[src/rtl/iea_pkg.sv]
// ----------------------------------------------------------------------------
// iea_pkg
// Shared types, codes and defaults for the indexed element array engine.
// ----------------------------------------------------------------------------
package iea_pkg;

  // Port widths fixed by the transaction format
  localparam int OPCODE_W    = 3;
  localparam int POSITION_W  = 8;
  localparam int ELEM_PORT_W = 64;
  localparam int STATUS_W    = 2;
  localparam int LENGTH_W    = 9;

  // Defaults for the top-level parameters
  localparam int DEF_CAPACITY      = 256;
  localparam int DEF_ELEMENT_WIDTH = 64;

  typedef logic [OPCODE_W-1:0]    opcode_t;
  typedef logic [POSITION_W-1:0]  position_t;
  typedef logic [ELEM_PORT_W-1:0] elem_port_t;
  typedef logic [STATUS_W-1:0]    status_t;
  typedef logic [LENGTH_W-1:0]    length_t;

  // Operation codes
  localparam opcode_t OP_PUSH   = 3'd0;
  localparam opcode_t OP_POP    = 3'd1;
  localparam opcode_t OP_GET    = 3'd2;
  localparam opcode_t OP_SET    = 3'd3;
  localparam opcode_t OP_INSERT = 3'd4;
  localparam opcode_t OP_REMOVE = 3'd5;

  // Result status codes
  localparam status_t ST_OK     = 2'd0;
  localparam status_t ST_BOUNDS = 2'd1;
  localparam status_t ST_FULL   = 2'd2;

endpackage

[src/rtl/iea_ctrl.sv]
// ----------------------------------------------------------------------------
// iea_ctrl
// Sequencer for the element list: bounds checks, tail push/pop, indexed
// get/set, and the one-element-per-cycle shift for insert and remove.
// Holds the length count and the output register.
// ----------------------------------------------------------------------------
module iea_ctrl #(
  parameter int CAPACITY = 256,
  parameter int ELEM_W   = 64,
  parameter int ADDR_W   = 8,
  parameter int CNT_W    = 9
) (
  input  logic                 clk,
  input  logic                 rst_n,
  // input channel
  input  logic                 in_valid,
  output logic                 in_stall,
  input  iea_pkg::opcode_t     in_opcode,
  input  iea_pkg::position_t   in_position,
  input  iea_pkg::elem_port_t  in_element_in,
  // result channel
  output logic                 out_valid,
  input  logic                 out_stall,
  output iea_pkg::status_t     out_status,
  output iea_pkg::elem_port_t  out_element_out,
  output iea_pkg::length_t     out_length,
  // memory
  output logic                 mem_wr_en,
  output logic [ADDR_W-1:0]    mem_wr_addr,
  output logic [ELEM_W-1:0]    mem_wr_data,
  output logic                 mem_rd_en,
  output logic [ADDR_W-1:0]    mem_rd_addr,
  input  logic [ELEM_W-1:0]    mem_rd_data
);

  import iea_pkg::*;

  // Compare width: wide enough for the count and for a 9-bit length
  localparam int CMP_W = (CNT_W > LENGTH_W) ? CNT_W : LENGTH_W;

  localparam logic [2:0] S_IDLE     = 3'd0;
  localparam logic [2:0] S_READ     = 3'd1;
  localparam logic [2:0] S_SHIFT    = 3'd2;
  localparam logic [2:0] S_INS_LAST = 3'd3;
  localparam logic [2:0] S_RESP     = 3'd4;

  logic [2:0]        state_r,  state_nxt;
  logic [CNT_W-1:0]  count_r,  count_nxt;
  logic [CNT_W-1:0]  idx_r,    idx_nxt;
  logic [CNT_W-1:0]  pos_r,    pos_nxt;
  opcode_t           op_r,     op_nxt;
  logic [ELEM_W-1:0] word_r,   word_nxt;
  status_t           status_r, status_nxt;
  logic [ELEM_W-1:0] elem_r,   elem_nxt;

  logic              out_valid_r;
  status_t           out_status_r;
  elem_port_t        out_elem_r;
  length_t           out_length_r;
  logic              out_load;

  logic [CMP_W-1:0]  cnt_x;
  logic [CMP_W-1:0]  pos_x;
  logic              full;
  logic [CNT_W:0]    rm_next;

  assign cnt_x   = CMP_W'(count_r);
  assign pos_x   = CMP_W'(in_position);
  assign full    = (cnt_x == CMP_W'(CAPACITY));
  assign rm_next = {1'b0, idx_r} + (CNT_W+1)'(2);

  assign in_stall = (state_r != S_IDLE);

  // Next-state and memory access logic
  always_comb begin
    state_nxt   = state_r;
    count_nxt   = count_r;
    idx_nxt     = idx_r;
    pos_nxt     = pos_r;
    op_nxt      = op_r;
    word_nxt    = word_r;
    status_nxt  = status_r;
    elem_nxt    = elem_r;
    mem_wr_en   = 1'b0;
    mem_wr_addr = idx_r[ADDR_W-1:0];
    mem_wr_data = mem_rd_data;
    mem_rd_en   = 1'b0;
    mem_rd_addr = idx_r[ADDR_W-1:0];
    out_load    = 1'b0;

    unique case (state_r)
      S_IDLE: begin
        if (in_valid) begin
          op_nxt     = in_opcode;
          word_nxt   = in_element_in[ELEM_W-1:0];
          pos_nxt    = pos_x[CNT_W-1:0];
          status_nxt = ST_OK;
          elem_nxt   = '0;
          state_nxt  = S_RESP;
          unique case (in_opcode)
            OP_PUSH: begin
              if (full) begin
                status_nxt = ST_FULL;
              end else begin
                mem_wr_en   = 1'b1;
                mem_wr_addr = count_r[ADDR_W-1:0];
                mem_wr_data = in_element_in[ELEM_W-1:0];
                count_nxt   = count_r + CNT_W'(1);
              end
            end
            OP_POP: begin
              if (count_r == '0) begin
                status_nxt = ST_BOUNDS;
              end else begin
                count_nxt   = count_r - CNT_W'(1);
                mem_rd_en   = 1'b1;
                mem_rd_addr = count_nxt[ADDR_W-1:0];
                state_nxt   = S_READ;
              end
            end
            OP_GET: begin
              if (pos_x >= cnt_x) begin
                status_nxt = ST_BOUNDS;
              end else begin
                mem_rd_en   = 1'b1;
                mem_rd_addr = pos_x[ADDR_W-1:0];
                state_nxt   = S_READ;
              end
            end
            OP_SET: begin
              if (pos_x >= cnt_x) begin
                status_nxt = ST_BOUNDS;
              end else begin
                mem_wr_en   = 1'b1;
                mem_wr_addr = pos_x[ADDR_W-1:0];
                mem_wr_data = in_element_in[ELEM_W-1:0];
              end
            end
            OP_INSERT: begin
              if (pos_x > cnt_x) begin
                status_nxt = ST_BOUNDS;
              end else if (full) begin
                status_nxt = ST_FULL;
              end else if (pos_x == cnt_x) begin
                // insert at the tail is a push
                mem_wr_en   = 1'b1;
                mem_wr_addr = pos_x[ADDR_W-1:0];
                mem_wr_data = in_element_in[ELEM_W-1:0];
                count_nxt   = count_r + CNT_W'(1);
              end else begin
                // move last element up first, walk down toward position
                mem_rd_en   = 1'b1;
                mem_rd_addr = ADDR_W'(count_r - CNT_W'(1));
                idx_nxt     = count_r;
                state_nxt   = S_SHIFT;
              end
            end
            OP_REMOVE: begin
              if (pos_x >= cnt_x) begin
                status_nxt = ST_BOUNDS;
              end else if (pos_x + CMP_W'(1) == cnt_x) begin
                // removing the last element needs no shift
                count_nxt = count_r - CNT_W'(1);
              end else begin
                mem_rd_en   = 1'b1;
                mem_rd_addr = ADDR_W'(pos_x + CMP_W'(1));
                idx_nxt     = pos_x[CNT_W-1:0];
                state_nxt   = S_SHIFT;
              end
            end
            default: begin
              // unused opcode: ok, nothing changes
            end
          endcase
        end
      end

      S_READ: begin
        elem_nxt  = mem_rd_data;
        state_nxt = S_RESP;
      end

      S_SHIFT: begin
        // read data from the previous cycle lands at the current target
        mem_wr_en   = 1'b1;
        mem_wr_addr = idx_r[ADDR_W-1:0];
        mem_wr_data = mem_rd_data;
        if (op_r == OP_INSERT) begin
          if (idx_r - CNT_W'(1) == pos_r) begin
            state_nxt = S_INS_LAST;
          end else begin
            mem_rd_en   = 1'b1;
            mem_rd_addr = ADDR_W'(idx_r - CNT_W'(2));
            idx_nxt     = idx_r - CNT_W'(1);
          end
        end else begin
          if (rm_next >= {1'b0, count_r}) begin
            count_nxt = count_r - CNT_W'(1);
            state_nxt = S_RESP;
          end else begin
            mem_rd_en   = 1'b1;
            mem_rd_addr = ADDR_W'(rm_next);
            idx_nxt     = idx_r + CNT_W'(1);
          end
        end
      end

      S_INS_LAST: begin
        mem_wr_en   = 1'b1;
        mem_wr_addr = pos_r[ADDR_W-1:0];
        mem_wr_data = word_r;
        count_nxt   = count_r + CNT_W'(1);
        state_nxt   = S_RESP;
      end

      S_RESP: begin
        if (!out_valid_r || !out_stall) begin
          out_load  = 1'b1;
          state_nxt = S_IDLE;
        end
      end

      default: begin
        state_nxt = S_IDLE;
      end
    endcase
  end

  // Control state
  always_ff @(posedge clk) begin
    if (!rst_n) begin
      state_r     <= S_IDLE;
      count_r     <= '0;
      out_valid_r <= 1'b0;
    end else begin
      state_r <= state_nxt;
      count_r <= count_nxt;
      if (out_load) begin
        out_valid_r <= 1'b1;
      end else if (!out_stall) begin
        out_valid_r <= 1'b0;
      end
    end
  end

  // Working registers
  always_ff @(posedge clk) begin
    idx_r    <= idx_nxt;
    pos_r    <= pos_nxt;
    op_r     <= op_nxt;
    word_r   <= word_nxt;
    status_r <= status_nxt;
    elem_r   <= elem_nxt;
  end

  // Output register
  always_ff @(posedge clk) begin
    if (out_load) begin
      out_status_r <= status_r;
      out_elem_r   <= ELEM_PORT_W'(elem_r);
      out_length_r <= cnt_x[LENGTH_W-1:0];
    end
  end

  assign out_valid       = out_valid_r;
  assign out_status      = out_status_r;
  assign out_element_out = out_elem_r;
  assign out_length      = out_length_r;

  // Count never passes the capacity
  a_count_bound: assert property (@(posedge clk) disable iff (!rst_n)
    cnt_x <= CMP_W'(CAPACITY))
    else $error("element count above capacity");

  // Every accepted transaction moves the sequencer out of idle
  a_accept_busy: assert property (@(posedge clk) disable iff (!rst_n)
    (in_valid && !in_stall) |=> (state_r != S_IDLE))
    else $error("accepted transaction produced no work");

  // Shift never reads the entry it writes in the same cycle
  a_shift_no_collide: assert property (@(posedge clk) disable iff (!rst_n)
    (state_r == S_SHIFT && mem_rd_en) |-> (mem_rd_addr != mem_wr_addr))
    else $error("shift read and write hit the same entry");

  // Shift cursor stays at or below the count and below the capacity
  a_shift_cursor: assert property (@(posedge clk) disable iff (!rst_n)
    (state_r == S_SHIFT) |-> (idx_r <= count_r && idx_r < CNT_W'(CAPACITY)))
    else $error("shift cursor out of range");

endmodule

[config.mk]
export PLATFORM = sky130hd
export DESIGN_NAME = iea_ctrl
export DESIGN_NICKNAME = d
export VERILOG_FILES = /design/src/rtl/iea_pkg.sv /design/src/rtl/iea_ctrl.sv
export SDC_FILE = /design/constraint.sdc
export NUM_CORES = 1
export LEC_CHECK = 0
export BUFFER_PORTS_ARGS = -buffer_cell sky130_fd_sc_hd__buf_2
export CORE_UTILIZATION = 35
export CTS_CLUSTER_DIAMETER = 150
export CTS_CLUSTER_SIZE = 16
export DETAILED_ROUTE_END_ITERATION = 12
export PLACE_DENSITY_LB_ADDON = 0.3
export SYNTH_ARGS = -nofsm -noshare
export SYNTH_HDL_FRONTEND = slang
export SYNTH_SLANG_ARGS = --single-unit
[constraint.sdc]
create_clock -name clk -period 5.63 [get_ports clk]
set_input_delay 0.563 -clock clk [delete_from_list [all_inputs] [get_ports clk]]
set_output_delay 0.563 -clock clk [all_outputs]
set_load 0.02 [all_outputs]
==> results.json, run 1 <==
{
  "clockPowerShare_pct": 28.2,
  "p_int_uw": 3040,
  "p_switching_uw": 1240,
  "pwr-share-seq_pct": 52.0,
  "fin_area_mm2": 0.0144,
  "drt_pass1_iterations": 5,
  "cp_num_buf_inv": 1,
  "drt_iter0_drc": 865,
  "row_count": 67,
  "switching_share_pct": 28.9,
  "total_power_uw": 4280,
  "async_flop_share_pct": 0,
  "drc_errors": 0,
  "h-tree-depth": 1,
  "relSlewSlack_pct": 33.5,
  "syn-num-nets": 1235,
  "required_ns": 5.07,
  "grt_antenna_before_repair": 2,
  "clock_path_buffers": 3,
  "dieWidth_um": 187,
  "cp_max_fo": 13,
  "fmax_mhz": 191,
  "viasPerCell": 5.34,
  "clock-sinks": 238,
  "synth-seq-cells": 238,
  "nFillCells": 3253,
  "powerDensity_mw_per_mm2": 296,
  "cp_top_family": "compound AO/OA/AOI/OAI gates",
  "yosys.area.top_type": "edfxtp_1",
  "setup_viol": 0,
  "r2r_end": "idx_r[3]",
  "ant_nets": 0,
  "final-hold-violation-count": 0,
  "area_delta_synth_final_pct": 20.5,
  "clkLatencyLatePin_ns": 0.51,
  "grt_pass1_vias": 8868,
  "ioPinCount": 302,
  "wirelength_um": 37200,
  "p_leak_uw": 0.00581,
  "place.gp.congestion": 0.982,
  "rsz0062_at_grt": "no",
  "r2r_slack_ns": 1.10,
  "slowest_delay_ns": 0.62,
  "maxCapViolCount": 0,
  "dp_hpwl_um": 27200,
  "numCtsBuffers": 18,
  "min_period_ns": 5.24,
  "synth.top_cell.area_share_pct": 56.3,
  "yosys_warnings": 0,
  "synth_ff_type": "edfxtp_1",
  "ys_types": 72,
  "cts_resized": 0,
  "overflow": 0,
  "yosysSeqAreaShare_pct": 58.5,
  "fin_nets": 1503,
  "core_area_mm2": 0.0336,
  "critPathKind": "flip-flop to primary output",
  "skew_ns": 0.0374,
  "critPathLaunchType": "flip-flop",
  "cp_cell_sequence": "ha_1 > and4_1 > nand2_1 > xnor2_1 > ha_1 > a211oi_1 > o21ai_0 > a41o_1 > a21boi_0 > nand2_1 > a21oi_1 > o21a_1 > o22ai_1 > buf_2",
  "cts_root_buf": "clkbuf_16",
  "syn_inst": 1067,
  "crit_arrival_ns": 4.68,
  "min_to": "word_r[6]",
  "r2r_cells": 12,
  "clkTransAtPathRegs_ns": 0.08,
  "ctsHoldBuffers": 0,
  "track_usage_pct": 20.6,
  "n_antenna_cell": 0,
  "avgSynthCellArea_um2": 11.2,
  "design.die.area_mm2": 0.0350,
  "peakVddDrop_uv": 131,
  "drv_slew": 0,
  "wire_per_inst_um": 20.8,
  "min_from": "in_element_in[6]",
  "syn_area_mm2": 0.0120,
  "post_dp_cell_area_mm2": 0.0139,
  "setup_ws_ns": 0.387,
  "drive_gt1_share_pct": 27.1,
  "hp-class": "input pin to flip-flop",
  "cp_slowest_cell": "edfxtp_1",
  "final.setup.tns_ns": 0,
  "holdPathStages": 1,
  "outcome": "complete, no violations",
  "grt_max_degree": 66,
  "reg2reg_from": "idx_r[2]",
  "post-place-ws_ns": 1.08,
  "die_h_um": 187,
  "vias": 9551,
  "io_buffers": 301,
  "combPwrFrac_pct": 19.7,
  "synth_area_leaders": "edfxtp_1, nand2_1, a22oi_1",
  "period_share_pct": 93.1,
  "max_slew.worst_pin.slew_ns": 0.986,
  "synth_edf_count": 225,
  "cts_tree": "built",
  "end_kind": "primary output",
  "postCtsSetupRepairBufs": 0,
  "worst_hold_slack_ns": 0.252,
  "grt_pass1_wl_um": 55300,
  "initial_utilization_pct": 35.7
}
[sequential cells by signal (all words and copies together), names as in the netlist, 8 cells and up]
register,cells
word_r,64
pos_r,8
out_element_out,64
cnt_x,9
out_length,9
elem_r,64
idx_r,9
[power groups by stage]
stage               combinational, µW  sequential (µW)  clock (µW)
floorplan                         434             2330           0
CTS                               847             2230        1260
global route                      907             2240        1310
detailed placement                843             2270           0
finish                            844             2220        1210
global placement                  845             2260           0
[routing by layer]
metal  track usage, %  up-vias  wire, µm  share of wire (%)
met3             3.34       74      3030                8.1
li1                 -     4454         -                  -
met5                0        -        30              0.081
met4             6.08        4      1060                2.9
met1             27.5     4513     15500                 42
met2             34.3      506     17600                 47
[synthesized netlist by cell type, types with 11 or more instances]
library cell / number
nor3_1: 15
mux2i_1: 19
o21ai_0: 45
a22oi_1: 74
xnor2_1: 31
o22ai_1: 11
nand2_1: 183
buf_2: 16
and2_1: 67
ha_1: 25
xor2_1: 13
inv_1: 21
a21oi_1: 35
nor2_1: 54
dfxtp_1: 13
edfxtp_1: 225
clkbuf_1: 50
nand3_1: 22
[worst reg2reg max path, stage by stage (launching register included)]
cell	delay (ns)
edfxtp_1	0.62
ha_1	0.35
and4_1	0.26
nand2_1	0.12
xnor2_1	0.18
ha_1	0.33
a211oi_1	0.26
o21ai_0	0.14
a41o_1	0.25
a21boi_0	0.39
nand2_1	0.23
a21oi_1	0.54
a41o_1	0.50
[final cells by class]
type | instances | area (µm²) | share of cell area, %
flip-flops and latches | 238 | 7020 | 48.6
multi-input cells | 737 | 4630 | 32.0
repair buffers | 319 | 1650 | 11.4
well taps | 448 | 561 | 3.88
clock buffers | 26 | 502 | 3.47
inverters | 21 | 80.1 | 0.554
clock inverters | 1 | 3.75 | 0.0260
[cell usage in the layout (no fill, tap or decap), drive strengths merged, types with 4 or more instances in the layout]
master,instances
a221oi,4
xnor2,32
a22oi,74
nor3b,7
a21o,4
nand3,23
o2bb2ai,4
nand2,183
o22ai,11
clkbuf,26
mux2i,19
buf,319
nand3b,4
or3,4
inv,20
nor4b,4
xor2,13
nand2b,7
a31oi,4
o21ai,46
edfxtp,225
a222oi,5
nor2b,7
or2,5
o21a,5
ha,25
o221ai,5
and2,67
a21boi,8
a21oi,36
and3,7
nand4,9
nor2,55
dfxtp,13
nor3,16
[how the worst max path moves through the flow]
| stage | start | endpoint | slack, ns | depth (start not counted) |
|---|---|---|---|---|
| after floorplan | state_r[1] | out_element_out[0] | 0.80 | 4 |
| after global placement | cnt_x[1] | mem_wr_data[40] | 1.28 | 14 |
| after detailed placement | idx_r[2] | mem_rd_addr[1] | 1.08 | 14 |
| after CTS | idx_r[2] | mem_rd_addr[1] | 0.52 | 14 |
| after global routing | idx_r[2] | mem_rd_addr[1] | 0.09 | 14 |
| final | idx_r[2] | mem_rd_addr[1] | 0.39 | 14 |
[cells by family after synthesis]
group | Yosys count | share of synthesized area, %
AO/OA/AOI/OAI | 235 | 13.5
XOR/XNOR | 47 | 3.72
adder cells (fa/ha/maj) | 25 | 2.61
buffers and inverters | 92 | 3.14
flip-flops | 238 | 58.5
multiplexers | 21 | 1.77
AND/OR/NAND/NOR | 409 | 16.8
[stage by stage]
step | utilization, % | std cells
global route | 43.0 | 1790
global placement | 41.5 | 1763
CTS | 43.0 | 1790
floorplan | - | 1067
detailed placement | 41.5 | 1763
finish | 43.0 | 1790
Power figures use the tool's default switching activity.
==> inputs of run 2 (changes only) <==
--- a/config.mk
+++ b/config.mk
@@ -11,6 +11,7 @@
 export CTS_CLUSTER_SIZE = 16
 export DETAILED_ROUTE_END_ITERATION = 12
 export PLACE_DENSITY_LB_ADDON = 0.3
+export RECOVER_POWER = 25
 export SYNTH_ARGS = -nofsm -noshare
 export SYNTH_HDL_FRONTEND = slang
 export SYNTH_SLANG_ARGS = --single-unit
==> run 2 against run 1 <==
Via count fell by 0.52%. Final cell count did not move. Worst setup slack got worse by 0.0065 ns. Core utilization fell by 0.32 points. Maximum frequency fell by 0.12%. Global-route usage did not move. Clock-buffer cell count did not move. Highest routed layer unchanged. Register-to-register slack improved by 0.07 ns. Sequential cell count did not move.
==> results.json, run 2 (same netlist as run 1, synthesis figures left out) <==
{
  "outcome": "complete, no violations",
  "r2r_cells": 12,
  "drv_slew": 0,
  "worst_hold_slack_ns": 0.252,
  "nFillCells": 3283,
  "core_area_mm2": 0.0336,
  "area_delta_synth_final_pct": 19.6,
  "clkLatencyLatePin_ns": 0.51,
  "skew_ns": 0.0376,
  "setup_ws_ns": 0.381,
  "end_kind": "primary output",
  "post-place-ws_ns": 1.08,
  "postLayoutCoreUtil_pct": 42.7,
  "ant_nets": 0,
  "cp_num_buf_inv": 3,
  "viasPerCell": 5.31,
  "dieWidth_um": 187,
  "crit_arrival_ns": 4.69,
  "initial_utilization_pct": 35.7,
  "ioPinCount": 302,
  "max_slew.worst_pin.slew_ns": 1.23,
  "p_leak_uw": 0.00561,
  "layout_commonest_cell": "buf_2",
  "grt_antenna_before_repair": 2,
  "io_buffers": 301,
  "vias": 9501,
  "period_share_pct": 93.2,
  "cp_cell_sequence": "clkbuf_1 > inv_1 > ha_1 > and4_1 > a21o_1 > o2bb2ai_1 > or2_2 > o21ai_0 > a31oi_1 > a21boi_1 > a21boi_0 > o221ai_1 > buf_2",
  "drt_pass1_iterations": 6,
  "critPathKind": "flip-flop to primary output",
  "grt_max_degree": 66,
  "relSlewSlack_pct": 17.7,
  "numCtsBuffers": 18,
  "final.setup.tns_ns": 0,
  "required_ns": 5.07,
  "dp_hpwl_um": 27200,
  "fmax_mhz": 191,
  "critPathLaunchType": "flip-flop",
  "die_h_um": 187,
  "worst-path-stages": 13,
  "wire_per_inst_um": 20.7,
  "setup_viol": 0,
  "cts_tree": "built",
  "total_power_uw": 4260,
  "track_usage_pct": 20.6,
  "row_count": 67,
  "holdPathStages": 1,
  "cts_root_buf": "clkbuf_16",
  "clkTransAtPathRegs_ns": 0.09,
  "final_cell_mix": "buf_2, edfxtp_1, nand2_1",
  "grt_pass1_vias": 8868,
  "cp_max_fo": 13,
  "drive_gt1_share_pct": 22.0,
  "cp_top_family": "compound AO/OA/AOI/OAI gates",
  "rsz0062_at_grt": "no",
  "maxCapViolCount": 0,
  "postCtsSetupRepairBufs": 0,
  "cp_slowest_cell": "clkbuf_1",
  "fin_nets": 1503,
  "powerDensity_mw_per_mm2": 297,
  "clock_path_buffers": 3,
  "ctsHoldBuffers": 0,
  "drt_iter0_drc": 855,
  "min_period_ns": 5.25,
  "grt_pass1_wl_um": 55300,
  "slowest_delay_ns": 0.55,
  "clock-sinks": 238,
  "design.die.area_mm2": 0.0350,
  "h-tree-depth": 1,
  "final-hold-violation-count": 0,
  "overflow": 0,
  "peakVddDrop_uv": 129,
  "n_antenna_cell": 0,
  "place.gp.congestion": 0.982,
  "cts_resized": 0,
  "wirelength_um": 37100,
  "drc_errors": 0,
  "hp-class": "input pin to flip-flop"
}
run 2: power by group:
part / internal (µW) / leakage, µW / switching [µW]
Sequential: 2160 / 0.00228 / 63.4
Combinational: 253 / 0.00309 / 582
Clock: 617 / 0.000244 / 589
Total: 3030 / 0.00561 / 1230
run 2: routing by layer:
| metal | global-route usage [%] | part of all wire (%) | up-vias | wire length, µm |
|---|---|---|---|---|
| met1 | 27.5 | 42 | 4521 | 15600 |
| met5 | 0 | 0.081 | - | 30 |
| met4 | 6.08 | 2.9 | 4 | 1090 |
| met2 | 34.3 | 47 | 440 | 17600 |
| met3 | 3.34 | 7.5 | 75 | 2780 |
| li1 | - | - | 4461 | - |
run 2: final timing paths:
| check | slack [ns] | from | to |
|---|---|---|---|
| max reg2reg | 1.17 | idx_r[2] | idx_r[3] |
| min reg2reg | 0.42 | elem_r[43] | out_element_out[43] |
| min | 0.25 | in_element_in[6] | word_r[6] |
| max | 0.38 | cnt_x[4] | mem_rd_addr[7] |
run 2: worst register-to-register path: cells and delay by family (launching register included):
kind	cells	cell delay [ns]
adder cells (fa/ha/maj)	2	0.68
AO/OA/AOI/OAI	6	2.03
flip-flops	1	0.61
XOR/XNOR	1	0.18
AND/OR/NAND/NOR	3	0.60
run 2: cell type report:
| class | count | area, µm² | share of cell area [%] |
|---|---|---|---|
| timing repair buffer | 319 | 1560 | 10.9 |
| multi-input combinational | 737 | 4620 | 32.2 |
| sequential | 238 | 7020 | 48.9 |
| clock buffer | 26 | 502 | 3.50 |
| clock inverter | 1 | 3.75 | 0.0262 |
| tap | 448 | 561 | 3.91 |
| inverter | 21 | 80.1 | 0.559 |
run 2: metrics by stage:
step,std cells,instance area (µm²)
after floorplan,1067,12000
after global placement,1763,13900
after detailed placement,1763,13900
after CTS,1790,14400
after global routing,1790,14300
final,1790,14300
